$ cat config.mk
export PLATFORM = sky130hd
export DESIGN_NAME = decimal_seven_segment_frame_sender
export DESIGN_NICKNAME = d
export VERILOG_FILES = /design/src/rtl/dssf_pkg.sv /design/src/rtl/decimal_seven_segment_frame_sender.sv /design/src/rtl/dssf_cell.sv /design/src/rtl/dssf_sender.sv
export SDC_FILE = /design/constraint.sdc
export NUM_CORES = 1
export LEC_CHECK = 0
export BUFFER_PORTS_ARGS = -buffer_cell sky130_fd_sc_hd__buf_2
export CAP_MARGIN = 20
export CORE_ASPECT_RATIO = 1.2
export CORE_MARGIN = 10
export CORE_UTILIZATION = 30
export CTS_BUF_LIST = sky130_fd_sc_hd__clkbuf_8 sky130_fd_sc_hd__clkbuf_16
export DETAILED_ROUTE_END_ITERATION = 10
export SLEW_MARGIN = 20
export SYNTH_ARGS = -nofsm -noshare
export SYNTH_HDL_FRONTEND = slang
export SYNTH_SLANG_ARGS = --single-unit
$ cat constraint.sdc
create_clock -name clock -period 14.7 [get_ports clock]
set_clock_uncertainty 0.2 [all_clocks]
set_input_delay 0.735 -clock clock [delete_from_list [all_inputs] [get_ports clock]]
set_output_delay 0.735 -clock clock [all_outputs]
set_load 0.01 [all_outputs]
$ cat src/rtl/dssf_pkg.sv
`timescale 1ns / 1ps
package dssf_pkg;

   localparam int VALUE_W  = 16;
   localparam int DIGITS   = 4;
   localparam int BCD_W    = 4 * DIGITS;
   localparam int BEATS    = 10;
   localparam int FRAME_LEN = 5;
   localparam int CNT_W    = 4;
   localparam logic [CNT_W-1:0] LAST_BEAT = CNT_W'(BEATS - 1);
   localparam logic [7:0] START_BIT = 8'h80;

   typedef struct packed {
      logic                line;
      logic [VALUE_W-1:0]  bin;
      logic [BCD_W-1:0]    bcd;
      logic                big;
   } cell_data_type;

   // segments a..g = bit 6..0
   function automatic logic [7:0] seg_code(input logic [3:0] digit);
      logic [7:0] code;
      case (digit)
         4'd0:    code = 8'h7E;
         4'd1:    code = 8'h30;
         4'd2:    code = 8'h6D;
         4'd3:    code = 8'h79;
         4'd4:    code = 8'h33;
         4'd5:    code = 8'h5B;
         4'd6:    code = 8'h5F;
         4'd7:    code = 8'h70;
         4'd8:    code = 8'h7F;
         4'd9:    code = 8'h7B;
         default: code = 8'h00;
      endcase
      return code;
   endfunction

endpackage

$ cat src/rtl/decimal_seven_segment_frame_sender.sv
`timescale 1ns / 1ps
// Path: 16 conversion cells, then the sender's segment registers, then its output register.
// The sender emits one beat per cycle while rsp_tready allows, and takes the next number as its last beat loads.
// Each number yields ten beats: two five-byte module frames.
// Reset: synchronous, active high; clears all valid flags, the busy flag and the beat counter.
module decimal_seven_segment_frame_sender (
   input  logic        clock,
   input  logic        reset,
   input  logic        req_tvalid,
   output logic        req_tready,
   input  logic [15:0] req_tdata,   // value[15:0]
   input  logic [0:0]  req_tuser,   // display_line
   output logic        rsp_tvalid,
   input  logic        rsp_tready,
   output logic [7:0]  rsp_tdata,   // serial_byte[7:0]
   output logic [2:0]  rsp_tuser,   // module_select[1:0], frame_end
   output logic        rsp_tlast    // last
);
   import dssf_pkg::*;

   localparam int CELLS = VALUE_W;

   logic          vld  [CELLS+1];
   cell_data_type data [CELLS+1];
   logic          advance;
   logic          take;

   assign vld[0]        = req_tvalid;
   assign data[0].line  = req_tuser[0];
   assign data[0].bin   = req_tdata;
   assign data[0].bcd   = '0;
   assign data[0].big   = 1'b0;

   assign advance    = !vld[CELLS] || take;
   assign req_tready = advance;

   for (genvar i = 0; i < CELLS; i++) begin : g_cell
      dssf_cell u_cell (
         .clock      (clock),
         .reset      (reset),
         .advance    (advance),
         .prev_valid (vld[i]),
         .prev_data  (data[i]),
         .cur_valid  (vld[i+1]),
         .cur_data   (data[i+1])
      );
   end

   dssf_sender u_sender (
      .clock      (clock),
      .reset      (reset),
      .cell_valid (vld[CELLS]),
      .cell_data  (data[CELLS]),
      .cell_take  (take),
      .rsp_tvalid (rsp_tvalid),
      .rsp_tready (rsp_tready),
      .rsp_tdata  (rsp_tdata),
      .rsp_tuser  (rsp_tuser),
      .rsp_tlast  (rsp_tlast)
   );

endmodule

$ cat src/rtl/dssf_cell.sv
`timescale 1ns / 1ps
module dssf_cell (
   input  logic                   clock,
   input  logic                   reset,
   input  logic                   advance,
   input  logic                   prev_valid,
   input  dssf_pkg::cell_data_type prev_data,
   output logic                   cur_valid,
   output dssf_pkg::cell_data_type cur_data
);
   import dssf_pkg::*;

   logic          valid_ff;
   cell_data_type data_ff;
   cell_data_type data_in;
   logic [BCD_W-1:0] adj;

   // add-3 then shift one binary bit into the BCD word
   always_comb begin
      for (int d = 0; d < DIGITS; d++) begin
         adj[4*d +: 4] = (prev_data.bcd[4*d +: 4] >= 4'd5) ?
                         prev_data.bcd[4*d +: 4] + 4'd3 : prev_data.bcd[4*d +: 4];
      end
      data_in.line = prev_data.line;
      data_in.bin  = {prev_data.bin[VALUE_W-2:0], 1'b0};
      data_in.bcd  = {adj[BCD_W-2:0], prev_data.bin[VALUE_W-1]};
      data_in.big  = prev_data.big | adj[BCD_W-1];
   end

   always_ff @(posedge clock) begin
      if (reset) begin
         valid_ff <= 1'b0;
      end else if (advance) begin
         valid_ff <= prev_valid;
      end
   end

   always_ff @(posedge clock) begin
      if (advance) begin
         data_ff <= data_in;
      end
   end

   assign cur_valid = valid_ff;
   assign cur_data  = data_ff;

endmodule

$ cat src/rtl/dssf_sender.sv
`timescale 1ns / 1ps
module dssf_sender (
   input  logic                    clock,
   input  logic                    reset,
   input  logic                    cell_valid,
   input  dssf_pkg::cell_data_type cell_data,
   output logic                    cell_take,
   output logic                    rsp_tvalid,
   input  logic                    rsp_tready,
   output logic [7:0]              rsp_tdata,
   output logic [2:0]              rsp_tuser,
   output logic                    rsp_tlast
);
   import dssf_pkg::*;

   logic             busy_ff, busy_in;
   logic [CNT_W-1:0] cnt_ff, cnt_in;
   logic             line_ff;
   logic [7:0]       seg_ff [DIGITS];
   logic             out_valid_ff, out_valid_in;
   logic [7:0]       out_byte_ff;
   logic [1:0]       out_sel_ff;
   logic             out_fend_ff;
   logic             out_last_ff;
   logic             load_out;
   logic             frame;
   logic [2:0]       bidx;
   logic [7:0]       byte_now;
   logic [3:0]       d3, d2, d1, d0;
   logic             blank3, blank2, blank1;

   assign d3 = cell_data.bcd[15:12];
   assign d2 = cell_data.bcd[11:8];
   assign d1 = cell_data.bcd[7:4];
   assign d0 = cell_data.bcd[3:0];
   assign blank3 = !cell_data.big && (d3 == 4'd0);
   assign blank2 = blank3 && (d2 == 4'd0);
   assign blank1 = blank2 && (d1 == 4'd0);

   assign load_out  = busy_ff && (!out_valid_ff || rsp_tready);
   assign cell_take = cell_valid && (!busy_ff || (load_out && cnt_ff == LAST_BEAT));

   always_comb begin
      frame = (cnt_ff >= CNT_W'(FRAME_LEN));
      bidx  = frame ? 3'(cnt_ff - CNT_W'(FRAME_LEN)) : 3'(cnt_ff);
      case (bidx)
         3'd0:    byte_now = START_BIT | (frame ? seg_ff[1] : seg_ff[3]);
         3'd1:    byte_now = frame ? seg_ff[0] : seg_ff[2];
         default: byte_now = 8'h00;
      endcase
   end

   always_comb begin
      busy_in = busy_ff;
      cnt_in  = cnt_ff;
      if (cell_take) begin
         busy_in = 1'b1;
         cnt_in  = '0;
      end else if (load_out) begin
         if (cnt_ff == LAST_BEAT) begin
            busy_in = 1'b0;
         end
         cnt_in = cnt_ff + CNT_W'(1);
      end
      if (load_out) begin
         out_valid_in = 1'b1;
      end else if (rsp_tready) begin
         out_valid_in = 1'b0;
      end else begin
         out_valid_in = out_valid_ff;
      end
   end

   always_ff @(posedge clock) begin
      if (reset) begin
         busy_ff      <= 1'b0;
         cnt_ff       <= '0;
         out_valid_ff <= 1'b0;
      end else begin
         busy_ff      <= busy_in;
         cnt_ff       <= cnt_in;
         out_valid_ff <= out_valid_in;
      end
   end

   always_ff @(posedge clock) begin
      if (cell_take) begin
         line_ff   <= cell_data.line;
         seg_ff[3] <= blank3 ? 8'h00 : seg_code(d3);
         seg_ff[2] <= blank2 ? 8'h00 : seg_code(d2);
         seg_ff[1] <= blank1 ? 8'h00 : seg_code(d1);
         seg_ff[0] <= seg_code(d0);
      end
      if (load_out) begin
         out_byte_ff <= byte_now;
         out_sel_ff  <= {line_ff, frame};
         out_fend_ff <= (bidx == 3'(FRAME_LEN - 1));
         out_last_ff <= (cnt_ff == LAST_BEAT);
      end
   end

   assign rsp_tvalid = out_valid_ff;
   assign rsp_tdata  = out_byte_ff;
   assign rsp_tuser  = {out_fend_ff, out_sel_ff};
   assign rsp_tlast  = out_last_ff;

endmodule

==> metrics.md, run 1 <==
| Metric | Value |
|---|---|
| Status | complete, no violations |
| Register area share after synthesis | 67.39% |
| Initial Util | a little under a third |
| Clock Pin Slew Worst Setup and Hold Paths | 0.06 ns |
| Syn Area/Cell | 13.57 sq um |
| Final GP Congestion | 0.7388 |
| Sink Count | 391 |
| HP Start | req_tdata[12] |
| Worst Hold End | g_cell[0].u_cell.cur_data[30] |
| Layout filler cell count | 5,282 |
| Ys async rst share | 0% |
| GRT overflow | 0 |
| Synth top area cells | edfxtp_1 61%, ha_1 7.4%, dfxtp_1 6.0%, nand2_1 3.5%, mux2i_1 3.3% |
| RSZ-0062 raised after global routing | no |
| Min-delay worst type | primary input to flop |
| Port bufs | 34 |
| YS warnings | 0 |
| Net switching power | 1.108 mW |
| Sequential Power Share | 45.7% |
| Startpoint Class | flop |
| Clk_lat worst skew | 0.55 ns |
| Synthesized net count | 1,348 |
| Setup repair bufs after CTS | 0 |
| Worst-path fanout max | 88 |
| F_max | 270.4 MHz |
| Die height | 278.3 microns |
| Diodes inserted | 0 |
| Final HPWL DP | around 15 mm |
| LEAKAGE | 7.778 nW |
| Max-Cap Viols | 0 |
| CP Capture Type | output pin |
| Final Hold Violating Endpoints | 0 |
| DRT antenna net count | 0 |
| Total Die Area | ~65,000 sq um |
| RR Startpoint | u_sender.cnt_ff[1] |
| Logic pwr share | 27.1% |
| Root Driver | clkbuf_16 |
| Vias in the first global route | 8,980 |
| # setup viols final | 0 |
| Peak supply drop | 0.00009387 V |
| Layout cells sized above 1 | 9.023% |
| Switching Fraction | 29.75% |
| Max Buffers Root-to-Sink | 3 |
| Power Internal | 2.616 mW |
| FF+latch count, synth | between 300 and 400 |
| Fin util | about a third |
| Required @ worst endpoint | around 14 ns |
| Relative slew slack | about 28% |
| # IOs | 35 |
| Worst reg2reg setup slack | between 10 and 15 ns |
| Crit path time final | 3.699 ns |
| Max-slew violations | 0 |
| Area grow syn2layout | 14.37% |
| Pwr dens | 195.2 nW/um^2 |
| Period utilization | 25.16% |
| TritonCTS Buffers | 42 |
| Layout net count | 1,416 |
| Pin count of the biggest net entering global routing | 178 |
| Cell count of the worst hold path | 1 |
| CP arrival | between 2 and 3 ns |
| Setup CP Type | flop to output pin |
| Number of flops mapped to enable cells by yosys | between 300 and 400 |
| Ys flop type | edfxtp_1 |
| Vias | just under 9,000 |
| CORE AREA | approximately 55,000 sq um |
| Std-Cell Rows | 94 |
| Drt initial violations | 396 |
| First-pass detailed-route iteration total | 4 |
| Average wire per standard cell | roughly 12 microns |
| DR DRC count | 0 |
| Clock share of power | a little over a quarter |
| Synth area leader | edfxtp_1 |
| DR vias/cell | around 4.4 |
| Yosys top cell area share | 61.39% |
| Cell variety after synth | 60 |
| Post-CTS Hold Buffers | 0 |
| Initial antenna violation count | 0 |
| Total GRT Usage | 7.187% |
| R2R cell count | 12 |
| Post-CTS sizing | 0 |
| Cell Area, Synth | approximately 17,000 sq um |
| Cells after synthesis | 1,229 |
| Setup tns final | 0 ns |
| CTS H-tree lvls | 2 |
| Detailed Route WL | 23.60 mm |
| Pin slew with the least headroom to its limit | 1.079 ns |
| CTS tree | done |
| Die width | around 240 microns |
| First-pass GRT wire length | between 40 and 50 mm |
## cell families (layout without fill, tap and decap cells)
group / after synthesis / in the layout / synth area share [%]
AO/OA/AOI/OAI: 204 / 204 / 7.487
XOR/XNOR: 36 / 36 / 1.890
adder cells (fa/ha/maj): 98 / 98 / 7.351
buffers and inverters: 113 / 214 / 2.723
flip-flops: 391 / 391 / 67.39
multiplexers: 61 / 61 / 3.863
AND/OR/NAND/NOR: 326 / 326 / 9.294
## layout make-up
cell class | instances | area (sq um) | share of cell area [%]
Inverter | 99 | 386.6 | 2.027
Clock inverter | 31 | 210.2 | 1.102
Sequential cell | 391 | 11240 | 58.93
Timing Repair Buffer | 38 | 212.7 | 1.115
Multi-Input combinational cell | 725 | 4985 | 26.13
Tap cell | 720 | 900.9 | 4.723
Clock buffer | 46 | 1140 | 5.975
## worst max-delay path by stage
stage / from / end / slack [ns] / depth (start not counted)
CTS: u_sender.cnt_ff[1] / req_tready / 10.95 / 8
global route: u_sender.cnt_ff[1] / flop / 10.80 / 12
finish: u_sender.cnt_ff[1] / req_tready / 11.00 / 8
detailed placement: rsp_tready / flop / 10.86 / 10
floorplan: rsp_tready / req_tready / 8.75 / 5
global placement: rsp_tready / flop / 10.97 / 10
## state kept, by name, indices dropped and copies added (netlist names), 2 cells and up, named ones only
| signal | count |
|---|---|
| g_cell.u_cell.cur_valid | 16 |
| g_cell.u_cell.cur_data | 300 |
| u_sender.cnt_ff | 4 |
| u_sender.seg_ff | 28 |
| u_sender.out_sel_ff | 2 |
| u_sender.rsp_tdata | 8 |
## layer usage
layer  track usage (%)  up-vias  part of all wire (%)
met2             13.13      123                    51
met5                 0        -                     0
met3             2.237       57                   4.5
met4             3.537        0                   3.7
met1             7.298     4237                    41
li1                  -     4525                     -
## power groups by stage
stage               Clock (mW)  Sequential, mW  Combinational (mW)
floorplan                    0            1.68               0.840
global placement             0            1.71               0.960
detailed placement           0            1.72                1.02
CTS                       1.06            1.70                1.02
global route              1.10            1.74                1.16
finish                    1.01            1.70                1.01
## cells in the mapped netlist, types with 2 or more instances
library cell	n
mux2i_1	55
or4_1	2
a211o_1	6
o211ai_1	2
a31o_2	3
dfxtp_1	50
buf_4	2
o22a_1	3
mux2_2	3
or3_1	2
o21ai_2	2
o22ai_1	23
nand2b_1	61
or2_0	2
nor3_1	2
nor2b_1	19
a21oi_1	55
clkbuf_1	5
and2_1	18
mux2i_4	2
nor3b_1	5
ha_1	98
o21ai_1	2
xor2_1	2
a21o_1	3
nand2_1	155
o211a_1	3
inv_1	97
o21ai_0	72
o31ai_1	5
buf_2	5
a211oi_1	10
a31oi_2	3
edfxtp_1	341
a31oi_1	3
xnor2_1	34
nor2_1	51
## layout by cell type, fill, tap and decap left out, types with 9 or more instances in the layout
cell / Yosys / final
nand2b_1: 61 / 61
clkinv_2: 0 / 9
xnor2_1: 34 / 34
o22ai_1: 23 / 23
nor2_1: 51 / 51
buf_2: 5 / 34
inv_1: 97 / 108
clkbuf_16: 0 / 45
o21ai_0: 72 / 72
a21oi_1: 55 / 55
ha_1: 98 / 98
and2_1: 18 / 18
nor2b_1: 19 / 19
dfxtp_1: 50 / 50
edfxtp_1: 341 / 341
nand2_1: 155 / 155
a211oi_1: 10 / 10
mux2i_1: 55 / 55
## worst max-delay path, cell delays in order, from the launching register on
cell and delay [ns]:
dfxtp_1 0.40, inv_1 0.10, ha_1 0.24, nand3b_4 0.14, inv_4 0.06, a21oi_4 0.13, buf_4 0.34, clkinv_8 0.43
buf_2 0.30
## stage by stage
step	setup WS, ns	cells	power, mW	cell area [sq um]	hold slack, ns
after floorplan	8.753	1229	2.522	16680	0.1855
after global placement	10.97	1973	2.675	17730	0.1894
after detailed placement	10.86	1973	2.740	17730	0.1902
after CTS	10.95	2050	3.783	19080	0.1083
after global routing	10.80	2050	4.003	19080	0.1189
final	11.00	2050	3.724	19080	0.1532
Power figures use the tool's default switching activity.
==> run 2, diff against run 1 <==
--- a/config.mk
+++ b/config.mk
@@ -5,6 +5,7 @@
 export SDC_FILE = /design/constraint.sdc
 export NUM_CORES = 1
 export LEC_CHECK = 0
+export ABC_AREA = 1
 export BUFFER_PORTS_ARGS = -buffer_cell sky130_fd_sc_hd__buf_2
 export CAP_MARGIN = 20
 export CORE_ASPECT_RATIO = 1.2
==> constraint.sdc (replaced) <==
create_clock -name clock -period 3.7 [get_ports clock]
set_clock_uncertainty 0.2 [all_clocks]
set_input_delay 0.185 -clock clock [delete_from_list [all_inputs] [get_ports clock]]
set_output_delay 0.185 -clock clock [all_outputs]
set_load 0.01 [all_outputs]
==> run 2 against run 1 <==
Synthesized cell count up 15%. Synthesized area up 1.0%. Clock-buffer cell count down 1. Critical endpoint is now g_cell[0].u_cell.cur_valid. Critical path type is now flop to flop. Largest cell class unchanged. Final area up 2.3%.
==> metrics.md, run 2 <==
| Metric | Value |
|---|---|
| Status | complete, no violations |
| Startpoint Class | flop |
| Count leader, synth | edfxtp_1 |
| F_max | 345.4 MHz |
| Synth area leader | edfxtp_1 |
| Post-Synth Adder-Cell Area | 7.276% (-0.075 points) |
| RSZ-0062 raised after global routing | no |
| Setup tns final | 0 ns (unchanged) |
| Required @ worst endpoint | 3.99 ns (-9.78 ns) |
| Die height | 279.6 microns (+0.48%) |
| Average wire per standard cell | 11.19 microns (-2.8%) |
| Synth top area cells | edfxtp_1 61%, ha_1 7.3%, nand2_1 6.2%, dfxtp_1 5.9%, inv_1 4.3% |
| Die width | 236.4 microns (+0.47%) |
| CTS H-tree lvls | 2 (unchanged) |
| Layout Cells excl Fill | 2,264 (+10%) |
| Sink Count | 391 (unchanged) |
| Power Internal | 10.06 mW (+280%) |
| DR DRC count | 0 (unchanged) |
| Post-DP Area | 17,930 sq um (+1.1%) |
| Compound-cell area share of the yosys netlist | 6.118% (-1.4 points) |
| FF+latch count, synth | 391 (unchanged) |
| Sequential Power Share | 44.6% (-1.1 points) |
| XOR/XNOR Fraction of Synth Area | 1.812% (-0.079 points) |
| DRT antenna net count | 0 (unchanged) |
| Cells after synthesis | 1,408 (+15%) |
| TritonCTS Buffers | 43 (+2.4%) |
| Register area share after synthesis | 66.70% (-0.69 points) |
| CP Capture Type | flop |
| Drt initial violations | 503 (+27%) |
| Pin slew with the least headroom to its limit | 0.8781 ns (-0.2004 ns) |
| LEAKAGE | 8.234 nW (+5.9%) |
| Initial Util | 30.17% (-0.20 points) |
| First-pass detailed-route iteration total | 4 (unchanged) |
| Layout filler cell count | 5,378 (+1.8%) |
| Layout cells sized above 1 | 10.80% (+1.8 points) |
| Max-slew violations | 0 (unchanged) |
| Std-Cell Rows | 95 (+1.1%) |
| # setup viols final | 0 (unchanged) |
| Main combinational cell family by area after synthesis | simple AND/OR/NAND/NOR gates |
| Worst reg2reg setup slack | 0.81 ns (-10.26 ns) |
| Initial antenna violation count | 0 (unchanged) |
| Layout net count | 1,624 (+15%) |
| Total GRT Usage | 7.578% (+0.39 points) |
| Max-Cap Viols | 0 (unchanged) |
| Dpl ws | 0.8591 ns (-10.00 ns) |
| CORE AREA | 55,870 sq um (+1.7%) |
| Clock share of power | 27.4% (+0.2 points) |
| Worst-path fanout max | 51 (-42%) |
| Relative slew slack | 41.46% (+13 points) |
| Share of synthesized area spent on multiplexers | 0.9355% (-2.9 points) |
| Pwr dens | 766.0 nW/um^2 (+290%) |
| Post-route cell area | 19,520 sq um (+2.3%) |
| Yosys top cell area share | 60.76% (-0.63 points) |
| Root Driver | clkbuf_16 |
| Vias | 9,694 (+8.4%) |
| Synthesized net count | 1,527 (+13%) |
| Storage cell area | 11,240 sq um (unchanged) |
| DP Cell Count | 2,165 (+9.7%) |
| Diodes inserted | 0 (unchanged) |
| Area of the multi-input gates | 4780 sq um (-4.1%) |
| Detailed Route WL | 25.33 mm (+7.3%) |
| Most common cell after layout, fill and taps aside | edfxtp_1 |
| Ys flop type | edfxtp_1 |
| Cell variety after synth | 38 (-37%) |
| Final HPWL DP | 16.83 mm (+12%) |
| Ys async rst share | 0% (unchanged) |
| Worst setup margin | 0.8050 ns (-10.20 ns) |
| Vias in the first global route | 9,737 (+8.4%) |
| Min-delay worst type | primary input to flop |
| DR vias/cell | 4.282 (-1.8%) |
| Port bufs | 34 (unchanged) |
| Logic pwr share | 28.0% (+0.9 points) |
| Synth cell count leaders | 341 x edfxtp_1, 280 x nand2_1, 194 x inv_1 |
| Max Buffers Root-to-Sink | 3 (unchanged) |
| Design Power | 14.96 mW (+300%) |
| GRT overflow | 0 (unchanged) |
| First-pass GRT wire length | 43.21 mm (+7.6%) |
| Setup CP Type | flop to flop |
| Most frequent cells in the layout | 341 x edfxtp_1, 280 x nand2_1, 203 x inv_1, 98 x ha_1, 96 x a21oi_1 |
| CTS tree | done |
| Final Hold Violating Endpoints | 0 (unchanged) |
| Number of flops mapped to enable cells by yosys | 341 (unchanged) |
| Total Die Area | 66,090 sq um (+0.95%) |
| YS warnings | 0 (unchanged) |
| Crit path time final | slightly below 3 ns |
| Net switching power | 4.893 mW (+340%) |
| Syn Area/Cell | 11.97 sq um (-12%) |
| # IOs | 35 (unchanged) |
| Period utilization | 78.24% |
| Final GP Congestion | 0.7664 (+3.7%) |
| Area grow syn2layout | 15.84% |
| CP arrival | 3.18 ns (+0.42 ns) |
| Pin count of the biggest net entering global routing | 128 (-28%) |
| Switching Fraction | 32.72% (+3.0 points) |
| Clock Pin Slew Worst Setup and Hold Paths | 0.06 ns (about the same) |
| Post-Synth Simple-Gate Area | 12.22% (+2.9 points) |
| Max FFs per register | 300 (unchanged) |
| Peak supply drop | 0.0004294 V (+360%) |
| Cell Area, Synth | 16,850 sq um (+1.0%) |
| Clk_lat worst skew | 0.55 ns (about the same) |
| Setup repair bufs after CTS | 0 (unchanged) |
-- run 2: metal layers --
layer | up-vias | track usage [%] | wire length [microns]
li1 | 4961 | - | -
met1 | 4572 | 7.709 | 10240
met2 | 112 | 14.58 | 13530
met3 | 49 | 1.911 | 985
met4 | 0 | 2.714 | 569
met5 | - | 0 | 0
-- run 2: critical path, cell delays in order, from the launching register on --
cell and delay, ns:
dfxtp_1 0.34, inv_1 0.12, ha_1 0.25, nand3_4 0.17, nand3_4 0.35, buf_4 0.59
nand2_1 0.10, a21oi_1 0.16, dlygate4sd3_1 0.56
-- run 2: per-stage QoR --
stage,utilization [%],hold WS (ns)
after floorplan,-,0.08387
after global placement,32.09,0.1622
after detailed placement,32.09,0.1635
after CTS,34.95,0.1050
after global routing,34.95,0.1205
final,34.95,0.1427
-- run 2: cell families after synthesis --
family | Yosys count
AND/OR/NAND/NOR | 466
buffers and inverters | 212
multiplexers | 14
XOR/XNOR | 34
flip-flops | 391
adder cells (fa/ha/maj) | 98
AO/OA/AOI/OAI | 193
-- run 2: power groups by stage --
| stage | registers [mW] | clock network (mW) | logic, mW |
|---|---|---|---|
| 2_1_floorplan | 6.60 | 0 | 3.33 |
| 3_3_place_gp | 6.71 | 0 | 3.93 |
| 3_5_place_dp | 6.76 | 0 | 4.18 |
| 4_1_cts | 6.67 | 4.25 | 4.23 |
| 5_1_grt | 6.78 | 4.44 | 4.94 |
| 6_report | 6.66 | 4.10 | 4.19 |
-- run 2: repair_timing --
| item | CTS | global route |
|---|---|---|
| hold buffers | 22 | 0 |
| endpoints found under the hold margin | 37 | 0 |
| gates resized for setup | 0 | 0 |
-- run 2: area by class of cell --
class                           count  share of cell area, %
Multi-Input combinational cell    805                  24.48
Timing Repair Buffer               64                  2.371
Tap cell                          727                  4.659
Clock buffer                       45                  5.653
Inverter                          200                  3.858
Clock inverter                     32                  1.397
Sequential cell                   391                  57.58
-- run 2: path summary, 6_finish.rpt --
| check | startpoint | to | cells after the start |
|---|---|---|---|
| worst max-delay path | u_sender.cnt_ff[1] | g_cell[0].u_cell.cur_valid | 8 |
| worst min-delay path | req_tdata[1] | g_cell[0].u_cell.cur_data[19] | 2 |
| worst max register to register | u_sender.cnt_ff[1] | g_cell[0].u_cell.cur_valid | 8 |
| worst min register to register | flop | u_sender.seg_ff[0][3] | 0 |
